--- src/rtl/core/assert_macros.svh ---
// Assertion macros for the RTL file that carries checks, the top level.
// Needs nothing else; each macro takes clock, active-low reset and a message.
`ifndef ASSERT_MACROS_SVH
`define ASSERT_MACROS_SVH

// Same-cycle implication.
`define PVA_ASSERT_IMP(lbl, clk, rstn, ante, cons, msg) \
  lbl: assert property (@(posedge clk) disable iff (!(rstn)) (ante) |-> (cons)) \
    else $error(msg);

// Next-cycle implication.
`define PVA_ASSERT_NXT(lbl, clk, rstn, ante, cons, msg) \
  lbl: assert property (@(posedge clk) disable iff (!(rstn)) (ante) |=> (cons)) \
    else $error(msg);

`endif

--- src/rtl/core/pva_pkg.sv ---
// Shared constants, types and helpers of the voice allocator.
// Used by the channel interfaces and every module of the block.
package pva_pkg;

  localparam int VOICES   = 8;
  localparam int VIDX_W   = (VOICES > 1) ? $clog2(VOICES) : 1;
  localparam int VOICE_W  = 3;
  localparam int NOTE_W   = 7;
  localparam int VEL_W    = 7;
  localparam int TIME_W   = 32;

  localparam logic KIND_NOTE_ON  = 1'b0;
  localparam logic KIND_NOTE_OFF = 1'b1;

  typedef enum logic [1:0] {
    ACT_IGNORE  = 2'd0,
    ACT_START   = 2'd1,
    ACT_STEAL   = 2'd2,
    ACT_RELEASE = 2'd3
  } action_t;

  typedef enum logic [1:0] {
    ST_IDLE,
    ST_SCAN,
    ST_DONE
  } state_t;

  typedef logic [VIDX_W-1:0] vidx_t;

  // One voice as seen on the table read port.
  typedef struct packed {
    logic              active;
    logic [NOTE_W-1:0] note;
    logic [TIME_W-1:0] start_time;
  } entry_t;

  // Table write request.
  typedef struct packed {
    logic              en;
    logic              set_active;
    vidx_t             idx;
    logic [NOTE_W-1:0] note;
    logic [TIME_W-1:0] start_time;
  } tbl_wr_t;

  // Running results of the voice scan.
  typedef struct packed {
    logic              free_found;
    vidx_t             free_idx;
    logic              hold_found;
    vidx_t             hold_idx;
    vidx_t             old_idx;
    logic [TIME_W-1:0] old_time;
    logic [NOTE_W-1:0] old_note;
  } scan_acc_t;

  // Low bits of a voice index, zero-extended when the index is narrow.
  function automatic logic [VOICE_W-1:0] voice_field(input vidx_t idx);
    logic [VIDX_W+VOICE_W-1:0] wide;
    wide = (VIDX_W + VOICE_W)'(idx);
    return wide[VOICE_W-1:0];
  endfunction

endpackage

--- src/rtl/core/pva_in_if.sv ---
// Event input channel: valid/ready handshake and the note event word.
// Depends on pva_pkg for field widths.
interface pva_in_if import pva_pkg::*; ();
  logic              valid;
  logic              ready;
  logic              kind;
  logic [NOTE_W-1:0] note;
  logic [VEL_W-1:0]  velocity;
  logic [TIME_W-1:0] now_ms;

  modport source (output valid, kind, note, velocity, now_ms, input ready);
  modport sink   (input valid, kind, note, velocity, now_ms, output ready);
endinterface

--- src/rtl/core/pva_out_if.sv ---
// Result channel: valid/ready handshake and the allocation result word.
// Depends on pva_pkg for field widths and the action code.
interface pva_out_if import pva_pkg::*; ();
  logic               valid;
  logic               ready;
  action_t            action;
  logic [VOICE_W-1:0] voice;
  logic [NOTE_W-1:0]  note_out;
  logic [VEL_W-1:0]   velocity_out;
  logic [NOTE_W-1:0]  stolen_note;

  modport source (output valid, action, voice, note_out, velocity_out, stolen_note,
                  input ready);
  modport sink   (input valid, action, voice, note_out, velocity_out, stolen_note,
                  output ready);
endinterface

--- src/rtl/core/pva_voice_table.sv ---
// Voice table: active bits with reset, note and start time per voice.
// One read index, one write port. Depends on pva_pkg.
module pva_voice_table import pva_pkg::*; (
  input  logic    clk,
  input  logic    rst_n,
  input  vidx_t   rd_idx,
  output entry_t  rd_entry,
  input  tbl_wr_t wr
);

  logic [VOICES-1:0] active_r;
  logic [NOTE_W-1:0] note_r [VOICES];
  logic [TIME_W-1:0] time_r [VOICES];

  always_ff @(posedge clk) begin
    if (!rst_n) begin
      active_r <= '0;
    end else if (wr.en) begin
      active_r[wr.idx] <= wr.set_active;
    end
  end

  always_ff @(posedge clk) begin
    if (wr.en && wr.set_active) begin
      note_r[wr.idx] <= wr.note;
      time_r[wr.idx] <= wr.start_time;
    end
  end

  always_comb begin
    rd_entry.active     = active_r[rd_idx];
    rd_entry.note       = note_r[rd_idx];
    rd_entry.start_time = time_r[rd_idx];
  end

endmodule

--- src/rtl/core/pva_scan_step.sv ---
// Shared scan unit: folds one voice into the running scan results.
// Finds first free, first holding the key note, and oldest start time.
// Depends on pva_pkg.
module pva_scan_step import pva_pkg::*; (
  input  scan_acc_t         acc,
  input  entry_t            entry,
  input  vidx_t             idx,
  input  logic [NOTE_W-1:0] key_note,
  input  logic              first,
  output scan_acc_t         acc_nxt
);

  scan_acc_t base;

  always_comb begin
    base = acc;
    if (first) begin
      base.free_found = 1'b0;
      base.hold_found = 1'b0;
      base.old_idx    = idx;
      base.old_time   = entry.start_time;
      base.old_note   = entry.note;
    end

    acc_nxt = base;
    if (!entry.active && !base.free_found) begin
      acc_nxt.free_found = 1'b1;
      acc_nxt.free_idx   = idx;
    end
    if (entry.active && (entry.note == key_note) && !base.hold_found) begin
      acc_nxt.hold_found = 1'b1;
      acc_nxt.hold_idx   = idx;
    end
    // strict less-than keeps ties on the lower index
    if (!first && (entry.start_time < base.old_time)) begin
      acc_nxt.old_idx  = idx;
      acc_nxt.old_time = entry.start_time;
      acc_nxt.old_note = entry.note;
    end
  end

endmodule

--- src/rtl/core/pva_ctrl.sv ---
// Sequencer: takes an event word, scans the voices one per cycle through
// the shared scan unit, updates the table and registers the result word.
// Depends on pva_pkg, pva_in_if, pva_out_if and pva_scan_step.
module pva_ctrl import pva_pkg::*; (
  input  logic      clk,
  input  logic      rst_n,
  pva_in_if.sink    in_ch,
  pva_out_if.source out_ch,
  output vidx_t     rd_idx,
  input  entry_t    rd_entry,
  output tbl_wr_t   wr
);

  state_t             state_r, state_nxt;
  vidx_t              scan_idx_r, scan_idx_nxt;
  scan_acc_t          acc_r, acc_nxt, step_out;
  logic               kind_r, kind_nxt;
  logic [NOTE_W-1:0]  note_r, note_nxt;
  logic [VEL_W-1:0]   vel_r, vel_nxt;
  logic [TIME_W-1:0]  time_r, time_nxt;
  logic               out_valid_r, out_valid_nxt;
  action_t            action_r, action_nxt;
  logic [VOICE_W-1:0] voice_r, voice_nxt;
  logic [NOTE_W-1:0]  note_out_r, note_out_nxt;
  logic [VEL_W-1:0]   vel_out_r, vel_out_nxt;
  logic [NOTE_W-1:0]  stolen_r, stolen_nxt;
  vidx_t              pick;

  pva_scan_step u_step (
    .acc      (acc_r),
    .entry    (rd_entry),
    .idx      (scan_idx_r),
    .key_note (note_r),
    .first    (scan_idx_r == '0),
    .acc_nxt  (step_out)
  );

  assign rd_idx      = scan_idx_r;
  assign in_ch.ready = (state_r == ST_IDLE);

  assign out_ch.valid        = out_valid_r;
  assign out_ch.action       = action_r;
  assign out_ch.voice        = voice_r;
  assign out_ch.note_out     = note_out_r;
  assign out_ch.velocity_out = vel_out_r;
  assign out_ch.stolen_note  = stolen_r;

  always_comb begin
    state_nxt     = state_r;
    scan_idx_nxt  = scan_idx_r;
    acc_nxt       = acc_r;
    kind_nxt      = kind_r;
    note_nxt      = note_r;
    vel_nxt       = vel_r;
    time_nxt      = time_r;
    out_valid_nxt = out_valid_r && !out_ch.ready;
    action_nxt    = action_r;
    voice_nxt     = voice_r;
    note_out_nxt  = note_out_r;
    vel_out_nxt   = vel_out_r;
    stolen_nxt    = stolen_r;
    wr            = '0;
    pick          = acc_r.free_found ? acc_r.free_idx : acc_r.old_idx;

    unique case (state_r)
      ST_IDLE: begin
        if (in_ch.valid) begin
          kind_nxt     = in_ch.kind;
          note_nxt     = in_ch.note;
          vel_nxt      = in_ch.velocity;
          time_nxt     = in_ch.now_ms;
          scan_idx_nxt = '0;
          state_nxt    = ST_SCAN;
        end
      end
      ST_SCAN: begin
        acc_nxt = step_out;
        if (scan_idx_r == VIDX_W'(VOICES - 1)) begin
          state_nxt = ST_DONE;
        end else begin
          scan_idx_nxt = scan_idx_r + 1'b1;
        end
      end
      ST_DONE: begin
        // hold until the result register is free
        if (!out_valid_r || out_ch.ready) begin
          out_valid_nxt = 1'b1;
          state_nxt     = ST_IDLE;
          if (kind_r == KIND_NOTE_ON) begin
            wr.en         = 1'b1;
            wr.set_active = 1'b1;
            wr.idx        = pick;
            wr.note       = note_r;
            wr.start_time = time_r;
            action_nxt    = acc_r.free_found ? ACT_START : ACT_STEAL;
            voice_nxt     = voice_field(pick);
            note_out_nxt  = note_r;
            vel_out_nxt   = vel_r;
            stolen_nxt    = acc_r.free_found ? '0 : acc_r.old_note;
          end else if (acc_r.hold_found) begin
            wr.en         = 1'b1;
            wr.set_active = 1'b0;
            wr.idx        = acc_r.hold_idx;
            action_nxt    = ACT_RELEASE;
            voice_nxt     = voice_field(acc_r.hold_idx);
            note_out_nxt  = note_r;
            vel_out_nxt   = '0;
            stolen_nxt    = '0;
          end else begin
            action_nxt   = ACT_IGNORE;
            voice_nxt    = '0;
            note_out_nxt = '0;
            vel_out_nxt  = '0;
            stolen_nxt   = '0;
          end
        end
      end
      default: begin
        state_nxt = ST_IDLE;
      end
    endcase
  end

  always_ff @(posedge clk) begin
    if (!rst_n) begin
      state_r     <= ST_IDLE;
      scan_idx_r  <= '0;
      out_valid_r <= 1'b0;
    end else begin
      state_r     <= state_nxt;
      scan_idx_r  <= scan_idx_nxt;
      out_valid_r <= out_valid_nxt;
    end
  end

  always_ff @(posedge clk) begin
    acc_r      <= acc_nxt;
    kind_r     <= kind_nxt;
    note_r     <= note_nxt;
    vel_r      <= vel_nxt;
    time_r     <= time_nxt;
    action_r   <= action_nxt;
    voice_r    <= voice_nxt;
    note_out_r <= note_out_nxt;
    vel_out_r  <= vel_out_nxt;
    stolen_r   <= stolen_nxt;
  end

endmodule

--- src/rtl/core/poly_voice_allocator.sv ---
// Channel   Dir  Handshake     Word
// in_ch     in   valid/ready   kind, note, velocity, now_ms
// out_ch    out  valid/ready   action, voice, note_out, velocity_out, stolen_note
//
// An event is handled in steps: the word is taken, each voice in turn goes
// through the shared scan unit, then the table is updated and the result
// register loaded. in_ch.ready is high only while the sequencer is idle;
// a result waiting on out_ch does not block taking the next event, but the
// table update of that event stalls until the result register is free.
// Synchronous active-low reset clears all voices to inactive.
// Top level of the voice allocator; depends on pva_pkg, the channel interfaces,
// pva_voice_table, pva_ctrl and assert_macros.svh.
`include "assert_macros.svh"

module poly_voice_allocator import pva_pkg::*; (
  input  logic      clk,
  input  logic      rst_n,
  pva_in_if.sink    in_ch,
  pva_out_if.source out_ch
);

  vidx_t   rd_idx;
  entry_t  rd_entry;
  tbl_wr_t wr;

  pva_voice_table u_table (
    .clk      (clk),
    .rst_n    (rst_n),
    .rd_idx   (rd_idx),
    .rd_entry (rd_entry),
    .wr       (wr)
  );

  pva_ctrl u_ctrl (
    .clk      (clk),
    .rst_n    (rst_n),
    .in_ch    (in_ch),
    .out_ch   (out_ch),
    .rd_idx   (rd_idx),
    .rd_entry (rd_entry),
    .wr       (wr)
  );

  `PVA_ASSERT_NXT(a_busy_after_take, clk, rst_n, in_ch.valid && in_ch.ready, !in_ch.ready, "ready after taking an event")
  `PVA_ASSERT_IMP(a_ignore_zero, clk, rst_n, out_ch.valid && (out_ch.action == ACT_IGNORE), (out_ch.voice == '0) && (out_ch.note_out == '0), "ignored note off carries voice or note")
  `PVA_ASSERT_IMP(a_off_no_vel, clk, rst_n, out_ch.valid && ((out_ch.action == ACT_IGNORE) || (out_ch.action == ACT_RELEASE)), (out_ch.velocity_out == '0) && (out_ch.stolen_note == '0), "note off result carries velocity or stolen note")

endmodule

--- src/flat_wrapper.sv ---
// flat-port wrapper written by rule: the top's interface ports become plain ports
module poly_voice_allocator_flat import pva_pkg::*;
  (clk, rst_n, in_ch_valid, in_ch_kind, in_ch_note, in_ch_velocity, in_ch_now_ms, in_ch_ready, out_ch_valid, out_ch_action, out_ch_voice, out_ch_note_out, out_ch_velocity_out, out_ch_stolen_note, out_ch_ready);
  pva_in_if in_ch_i ();
  pva_out_if out_ch_i ();
  input  logic clk;
  input  logic rst_n;
  input wire logic [$bits(in_ch_i.valid)-1:0] in_ch_valid;
  input wire logic [$bits(in_ch_i.kind)-1:0] in_ch_kind;
  input wire logic [$bits(in_ch_i.note)-1:0] in_ch_note;
  input wire logic [$bits(in_ch_i.velocity)-1:0] in_ch_velocity;
  input wire logic [$bits(in_ch_i.now_ms)-1:0] in_ch_now_ms;
  output wire logic [$bits(in_ch_i.ready)-1:0] in_ch_ready;
  output wire logic [$bits(out_ch_i.valid)-1:0] out_ch_valid;
  output wire logic [$bits(out_ch_i.action)-1:0] out_ch_action;
  output wire logic [$bits(out_ch_i.voice)-1:0] out_ch_voice;
  output wire logic [$bits(out_ch_i.note_out)-1:0] out_ch_note_out;
  output wire logic [$bits(out_ch_i.velocity_out)-1:0] out_ch_velocity_out;
  output wire logic [$bits(out_ch_i.stolen_note)-1:0] out_ch_stolen_note;
  input wire logic [$bits(out_ch_i.ready)-1:0] out_ch_ready;
  assign in_ch_i.valid = in_ch_valid;
  assign in_ch_i.kind = in_ch_kind;
  assign in_ch_i.note = in_ch_note;
  assign in_ch_i.velocity = in_ch_velocity;
  assign in_ch_i.now_ms = in_ch_now_ms;
  assign in_ch_ready = in_ch_i.ready;
  assign out_ch_valid = out_ch_i.valid;
  assign out_ch_action = out_ch_i.action;
  assign out_ch_voice = out_ch_i.voice;
  assign out_ch_note_out = out_ch_i.note_out;
  assign out_ch_velocity_out = out_ch_i.velocity_out;
  assign out_ch_stolen_note = out_ch_i.stolen_note;
  assign out_ch_i.ready = out_ch_ready;
  poly_voice_allocator u_core (.clk(clk), .rst_n(rst_n), .in_ch(in_ch_i), .out_ch(out_ch_i));
endmodule
--- config.mk ---
export PLATFORM = sky130hd
export DESIGN_NAME = poly_voice_allocator_flat
export DESIGN_NICKNAME = d
export VERILOG_FILES = /design/src/rtl/core/pva_pkg.sv /design/src/rtl/core/pva_in_if.sv /design/src/rtl/core/pva_out_if.sv /design/src/rtl/core/pva_voice_table.sv /design/src/rtl/core/pva_scan_step.sv /design/src/rtl/core/pva_ctrl.sv /design/src/rtl/core/poly_voice_allocator.sv /design/src/flat_wrapper.sv
export VERILOG_INCLUDE_DIRS = /design/src /design/src/rtl/core
export SDC_FILE = /design/constraint.sdc
export NUM_CORES = 1
export LEC_CHECK = 0
export ABC_CLOCK_PERIOD_IN_PS = 7050
export BUFFER_PORTS_ARGS = -buffer_cell sky130_fd_sc_hd__buf_2
export CORE_ASPECT_RATIO = 0.9
export CORE_MARGIN = 1.5
export CORE_UTILIZATION = 61
export DETAILED_ROUTE_END_ITERATION = 8
export GPL_TIMING_DRIVEN = 0
export PLACE_DENSITY_LB_ADDON = 0.08
export REMOVE_ABC_BUFFERS = 1
export SETUP_SLACK_MARGIN = 0.3
export SYNTH_ARGS = -nofsm -noshare
export SYNTH_HDL_FRONTEND = slang
export SYNTH_SLANG_ARGS = --single-unit
--- constraint.sdc ---
create_clock -name clk -period 7.05 [get_ports clk]
set_clock_uncertainty 0.05 [all_clocks]
set_input_delay 0.705 -clock clk [delete_from_list [all_inputs] [get_ports clk]]
set_output_delay 0.705 -clock clk [all_outputs]
set_load 0.02 [all_outputs]
# Word-level counts from Yosys, hierarchy flattened
# Memories as Yosys holds them, arrays and structs flattened. A register that Yosys moved wholly into a read port is not among the register bits.
# Cells that the tools add are included.
[word_totals]
input_bits = 51
regBits = 137
mem_bits_rw = 312
n_memories = 2
[mem_list]
columns = ["memory", "words", "width", "read_ports", "rd_ports_with_merged_regs", "write_ports", "line_no", "rtl"]
rows = [
  ["u_core.u_table.time_r", 8, 32, 1, 1, 1, "pva_voice_table.sv:13", "logic [TIME_W-1:0] time_r [VOICES];"],
  ["u_core.u_table.note_r", 8, 7, 1, 1, 1, "pva_voice_table.sv:12", "logic [NOTE_W-1:0] note_r [VOICES];"],
]
[op_classes]
n_reduce_logical = 26
add_sub_neg = 1
n_mux = 37
order_cmp = 4
eq_ne = 8
[op_table]
columns = ["op", "n"]
rows = [
  ["two-way mux 44 bit", 2],
  ["two-way mux 42 bit", 2],
  ["two-way mux 39 bit", 1],
  ["< comparator 32 bit", 1],
  ["two-way mux 3 bit", 9],
  ["two-way mux 7 bit", 2],
  ["two-way mux 2 bit", 6],
  ["two-way mux 5 bit", 2],
  ["AND reduction 2 bit", 5],
  ["bitwise mux 8 bit", 1],
  ["< comparator 3 x 4 -> 1 bit, second input constant", 2],
  ["two-way mux 1 bit", 8],
  ["inequality test 2 bit, second input constant", 4],
  ["== test 7 bit", 1],
  ["logical AND 1 bit", 7],
  ["logical NOT 1 bit", 6],
  ["case mux 2 bit (3 select lines)", 1],
  ["case mux 3 bit (2 select lines)", 1],
  ["AND reduction 3 bit", 2],
  ["nonzero test 2 bit", 2],
  ["adder 3 x 1 -> 3 bit, second input constant", 1],
  ["binary-select mux 1 bit (select 3 bit)", 1],
  ["demux 1 bit (select 3 bit)", 1],
  ["== test 3 bit, second input constant", 1],
  ["other kinds (7)", 7],
]

# Depth between registers and ports, before layout
[depth]
ltp_word = 9
depth_mapped = 16
mapped_depth_nobuf = 11

# Modules after synthesis
# Synthesis repeated with hierarchy kept, for this count alone.
[hier_totals]
cells_unflattened = 937
area_unflattened_um2 = 18985.7
[modules_own_cells]
columns = ["module", "cells_per_inst", "area_per_inst_um2", "instances"]
rows = [
  ["pva_voice_table", 506, 12503.2, 1],
  ["pva_ctrl", 249, 4590.7, 1],
  ["pva_scan_step", 182, 1891.8, 1],
]

# Worst setup path before layout
# Ideal clock, no wire load.
[synth_timing]
path_type = "input port to flip-flop"
from = "input out_ch_ready"
to = "memory u_core.u_table.note_r[1][0], enable pin"
required_time_ns = 6.514
arrival_ns = 4.928
setup_slack_ns = 1.586
setup_ns = 0.486
n_path_buf = 1
path_stages = 6
path_cell_list = "nor2b_1 nand2b_1 inv_1 clkbuf_1 nand2_1 nor3_1"
[synth_via]
elab_chain_len = 6
[synth_lines]
columns = ["item", "line_no", "rtl"]
rows = [
  ["start, declared", "flat_wrapper.sv:20", "input wire logic [$bits(out_ch_i.ready)-1:0] out_ch_ready;"],
  ["logical OR 1 bit (*)", "pva_ctrl.sv:86", "if (!out_valid_r || out_ch.ready) begin"],
  ["two-way mux 44 bit (*)", "pva_ctrl.sv:86", ""],
  ["two-way mux 44 bit (*)", "pva_ctrl.sv:65", "unique case (state_r)"],
  ["logical AND 1 bit", "pva_voice_table.sv:24", "if (wr.en && wr.set_active) begin"],
  ["two-way mux 1 bit", "pva_voice_table.sv:24", ""],
  ["two-way mux 1 bit (implied by the code)", "pva_voice_table.sv:25", "note_r[wr.idx] <= wr.note;"],
  ["end, declared", "pva_voice_table.sv:12", ""],
]
# Every way passes the cells marked *; elsewhere a longest branch is shown, timed or not.

==> qor.txt <==
final critical-path share of the clock period = 73.0%
1st-pass router iterations = 6
gr usage total = 22.9%
Mapped Cells = 1016
CP Cell Sequence = buf_16, buf_12, mux4_2, nand2_1, nand2_1, mux2i_1, ha_1, a21oi_1, o21ai_0, a221oi_1, o221ai_1, o21ai_4, buf_12, and2_1
worst min path class = input port to flop
Final setup viols = 0
diode count = 0
H-tree depth = 2
FMAX = 194 MHz
CTS tree = yes
r2r endpoint = u_core.u_ctrl.acc_r[40]$_DFFE_PP_
register area = 13400 sq um
number of hold buffers added after CTS = 0
R2R setup slack = 1900 ps
grt met2 use = 37.0%
CP max FO = 41
Power Density = 249 nW/um^2
Setup WS pre-CTS = 1760 ps
Post-synth EDFFs = 435
antenna violations before repair = 0
Die W = 186 microns
Critical Path RT = 7170 ps
slowest stage delay, CP = 680 ps
layout cells sized above 1 = 24.7%
largest net degree at the start of global routing = 58
Seq/Total Area, Yosys = 72.8%
IO Pins = 79
clock period minus worst slack = 5150 ps
DR iter-0 viols = 607
# nets final = 1209
setup ws final = 1900 ps
register clock-pin slew on the reported worst setup and hold paths = 60 ps
die area = 31200 sq um
Post-Route Utilization = 70.2%
Worst-Margin Slew = 1310 ps
routing usage on met3 = 3.44%
relative slew slack = 12.3%
leakage = 6.17 nW
number of max-cap violations = 0
first-pass GRT wire length = 53.0 mm
ys async rst share = 0%
Fillers = 1918
Crit. End Element = flop
vias in the first global route = 9098
Clock Latency Late Sink = 540 ps
input/output buffers = 78
Vias/cell = 5.76
Rows = 60
Synth warnings = 0
height of the chip = 168 microns
DR WL/cell = 22.0 microns
cts repair resizes = 0
Main synth FF type = edfxtp_1
fin. max-slew vios = 0
peak supply drop = 0.232 mV
RSZ-0062 raised after global routing = false
Syn Area/Cell = 18.1 sq um
busiest grt layer = met2
cell area after synthesis = 18400 sq um
Setup CP Type = flop to flop
via count = 8955
Max clock buf depth = 3
Final Hold Fails = 0
r2r worst-path depth = 14
CP max-delay cell = o21ai_4
CP arrival = 5270 ps
area of the multi-input gates = 4820 sq um
DRC = 0
# Post-CTS Setup Buffers = 0
FF+latch count, synth = 452
Initial Util = 61.8%
global routing usage on met1 = 33.4%
Area Overhead vs Synth = 13.7%
GRT overflow = 0
startpoint types = flop
Antenna Violating Nets Remaining = 0
critical path endpoint = u_core.u_ctrl.acc_r[40]$_DFFE_PP_
CTS sink cnt = 452
CTS Buf Count = 44
count of unique library cells instantiated by Yosys = 45
HPWL Detailed = 20.8 mm
gpl congestion = 0.756
status = completed
clock root buffer = clkbuf_16
Placeable Area = 29800 sq um
drt total wl = 34.2 mm
[cells in the final DEF (no fill, tap or decap), types with 3 or more instances in the layout]
master     instances
nor3b_1            3
inv_2              3
and2_1            59
nand2_1          115
buf_12            13
nor2_4             6
nand3_1           13
mux2_4            20
clkinv_1           4
xor2_1             3
buf_2             78
edfxtp_1         435
nand4_1            5
o21a_1            14
o21ai_0           14
nor2_1            11
buf_16             4
mux2i_1           47
clkinv_2           4
inv_1              8
clkbuf_16         45
ha_1              34
nand2b_1           3
a21oi_1           17
a22oi_1            6
buf_6              9
clkbuf_1          15
mux4_2            71
mux4_1             4
nor2b_1           19
nor3_1             4
xnor2_1            4
nor3_2             3
dfxtp_1           14
mux2_2            13
[layer usage]
| layer | part of all wire, % | vias to the layer above |
|---|---|---|
| li1 | - | 4187 |
| met1 | 46 | 4548 |
| met2 | 48 | 172 |
| met3 | 3.8 | 48 |
| met4 | 1.7 | 0 |
| met5 | 0 | - |
[worst min path at each step]
stage | depth (start not counted) | from | slack [ps] | end
after global placement | 1 | u_core.u_ctrl.state_r[1]$_SDFFE_PN0P_ | 400 | u_core.u_ctrl.state_r[0]$_SDFFE_PN0P_
after detailed placement | 1 | u_core.u_ctrl.state_r[1]$_SDFFE_PN0P_ | 420 | u_core.u_ctrl.state_r[0]$_SDFFE_PN0P_
after global routing | 1 | in_ch_now_ms[20] | 260 | u_core.u_ctrl.time_r[20]$_DFFE_PP_
final | 1 | in_ch_now_ms[25] | 290 | u_core.u_ctrl.time_r[25]$_DFFE_PP_
after CTS | 1 | in_ch_now_ms[25] | 270 | u_core.u_ctrl.time_r[25]$_DFFE_PP_
after floorplan | 1 | u_core.u_ctrl.state_r[1]$_SDFFE_PN0P_ | 380 | u_core.u_ctrl.state_r[0]$_SDFFE_PN0P_
[registers in the layout, summed over array words and instances, names as in the netlist, 2 cells and up, named ones only]
signal,flops
u_core.u_table.time_r,256
u_core.u_ctrl.vel_r,7
u_core.u_ctrl.state_r,2
u_core.u_ctrl.time_r,32
u_core.u_ctrl.acc_r,50
u_core.u_ctrl.out_ch.stolen_note,7
u_core.u_ctrl.out_ch.voice,3
u_core.u_table.note_r,56
u_core.u_ctrl.out_ch.action,2
u_core.u_ctrl.note_r,7
u_core.u_table.active_r,8
u_core.u_ctrl.rd_idx,3
u_core.u_ctrl.out_ch.note_out,7
u_core.u_ctrl.out_ch.velocity_out,7
[synth_stat cells, drive strengths merged, types with 18 or more instances]
| cell | number | area share, % |
|---|---|---|
| clkbuf | 24 | 0.50 |
| mux2i | 47 | 2.6 |
| edfxtp | 435 | 71 |
| o21ai | 18 | 0.57 |
| mux2 | 35 | 2.5 |
| mux4 | 75 | 9.3 |
| and2 | 60 | 2.0 |
| ha | 34 | 2.3 |
| nand2 | 115 | 2.3 |
| nor2b | 19 | 0.65 |
| buf | 19 | 0.65 |
[area by class of cell]
class	count	share of cell area, %
Inverter	11	0.197
Timing Repair Buffer	105	4.19
Sequential cell	452	64.1
Clock inverter	12	0.323
Tap cell	403	2.41
Multi-Input combinational cell	510	23.0
Clock buffer	62	5.78
[logic make-up (layout without fill, tap and decap cells)]
| family | Yosys count | count (layout) | share of synthesized area, % |
|---|---|---|---|
| XOR/XNOR | 7 | 7 | 0.333 |
| AND/OR/NAND/NOR | 250 | 250 | 6.69 |
| adder cells (fa/ha/maj) | 34 | 34 | 2.31 |
| buffers and inverters | 54 | 190 | 1.37 |
| AO/OA/AOI/OAI | 62 | 62 | 2.15 |
| multiplexers | 157 | 157 | 14.4 |
| flip-flops | 452 | 452 | 72.8 |
[metrics by stage]
stage	instance area (sq um)	setup TNS (ps)	cells	hold slack [ps]	total power [mW]
3_3_place_gp	19100	-486770	1454	400	3.15
2_1_floorplan	18200	0	973	377	3.10
4_1_cts	20900	0	1555	270	5.24
5_1_grt	20900	0	1555	265	5.35
3_5_place_dp	19700	0	1481	417	3.15
6_report	20900	0	1555	286	5.20
[critical path: cells and delay by family (launching register included)]
family / cells / cell delay [ps]
mux: 2 / 690
fa+ha+maj: 1 / 260
flops: 1 / 460
compound gates: 5 / 1730
buf+inv: 3 / 870
simple gates: 3 / 670
[report_power, final]
| part | total [mW] | switching, mW | internal [mW] |
|---|---|---|---|
| clock network | 2.11 | 0.921 | 1.19 |
| registers | 2.95 | 0.0152 | 2.94 |
| logic | 0.139 | 0.0774 | 0.0614 |
| total | 5.20 | 1.01 | 4.19 |
No activity file was read; power rests on OpenSTA's default activity.
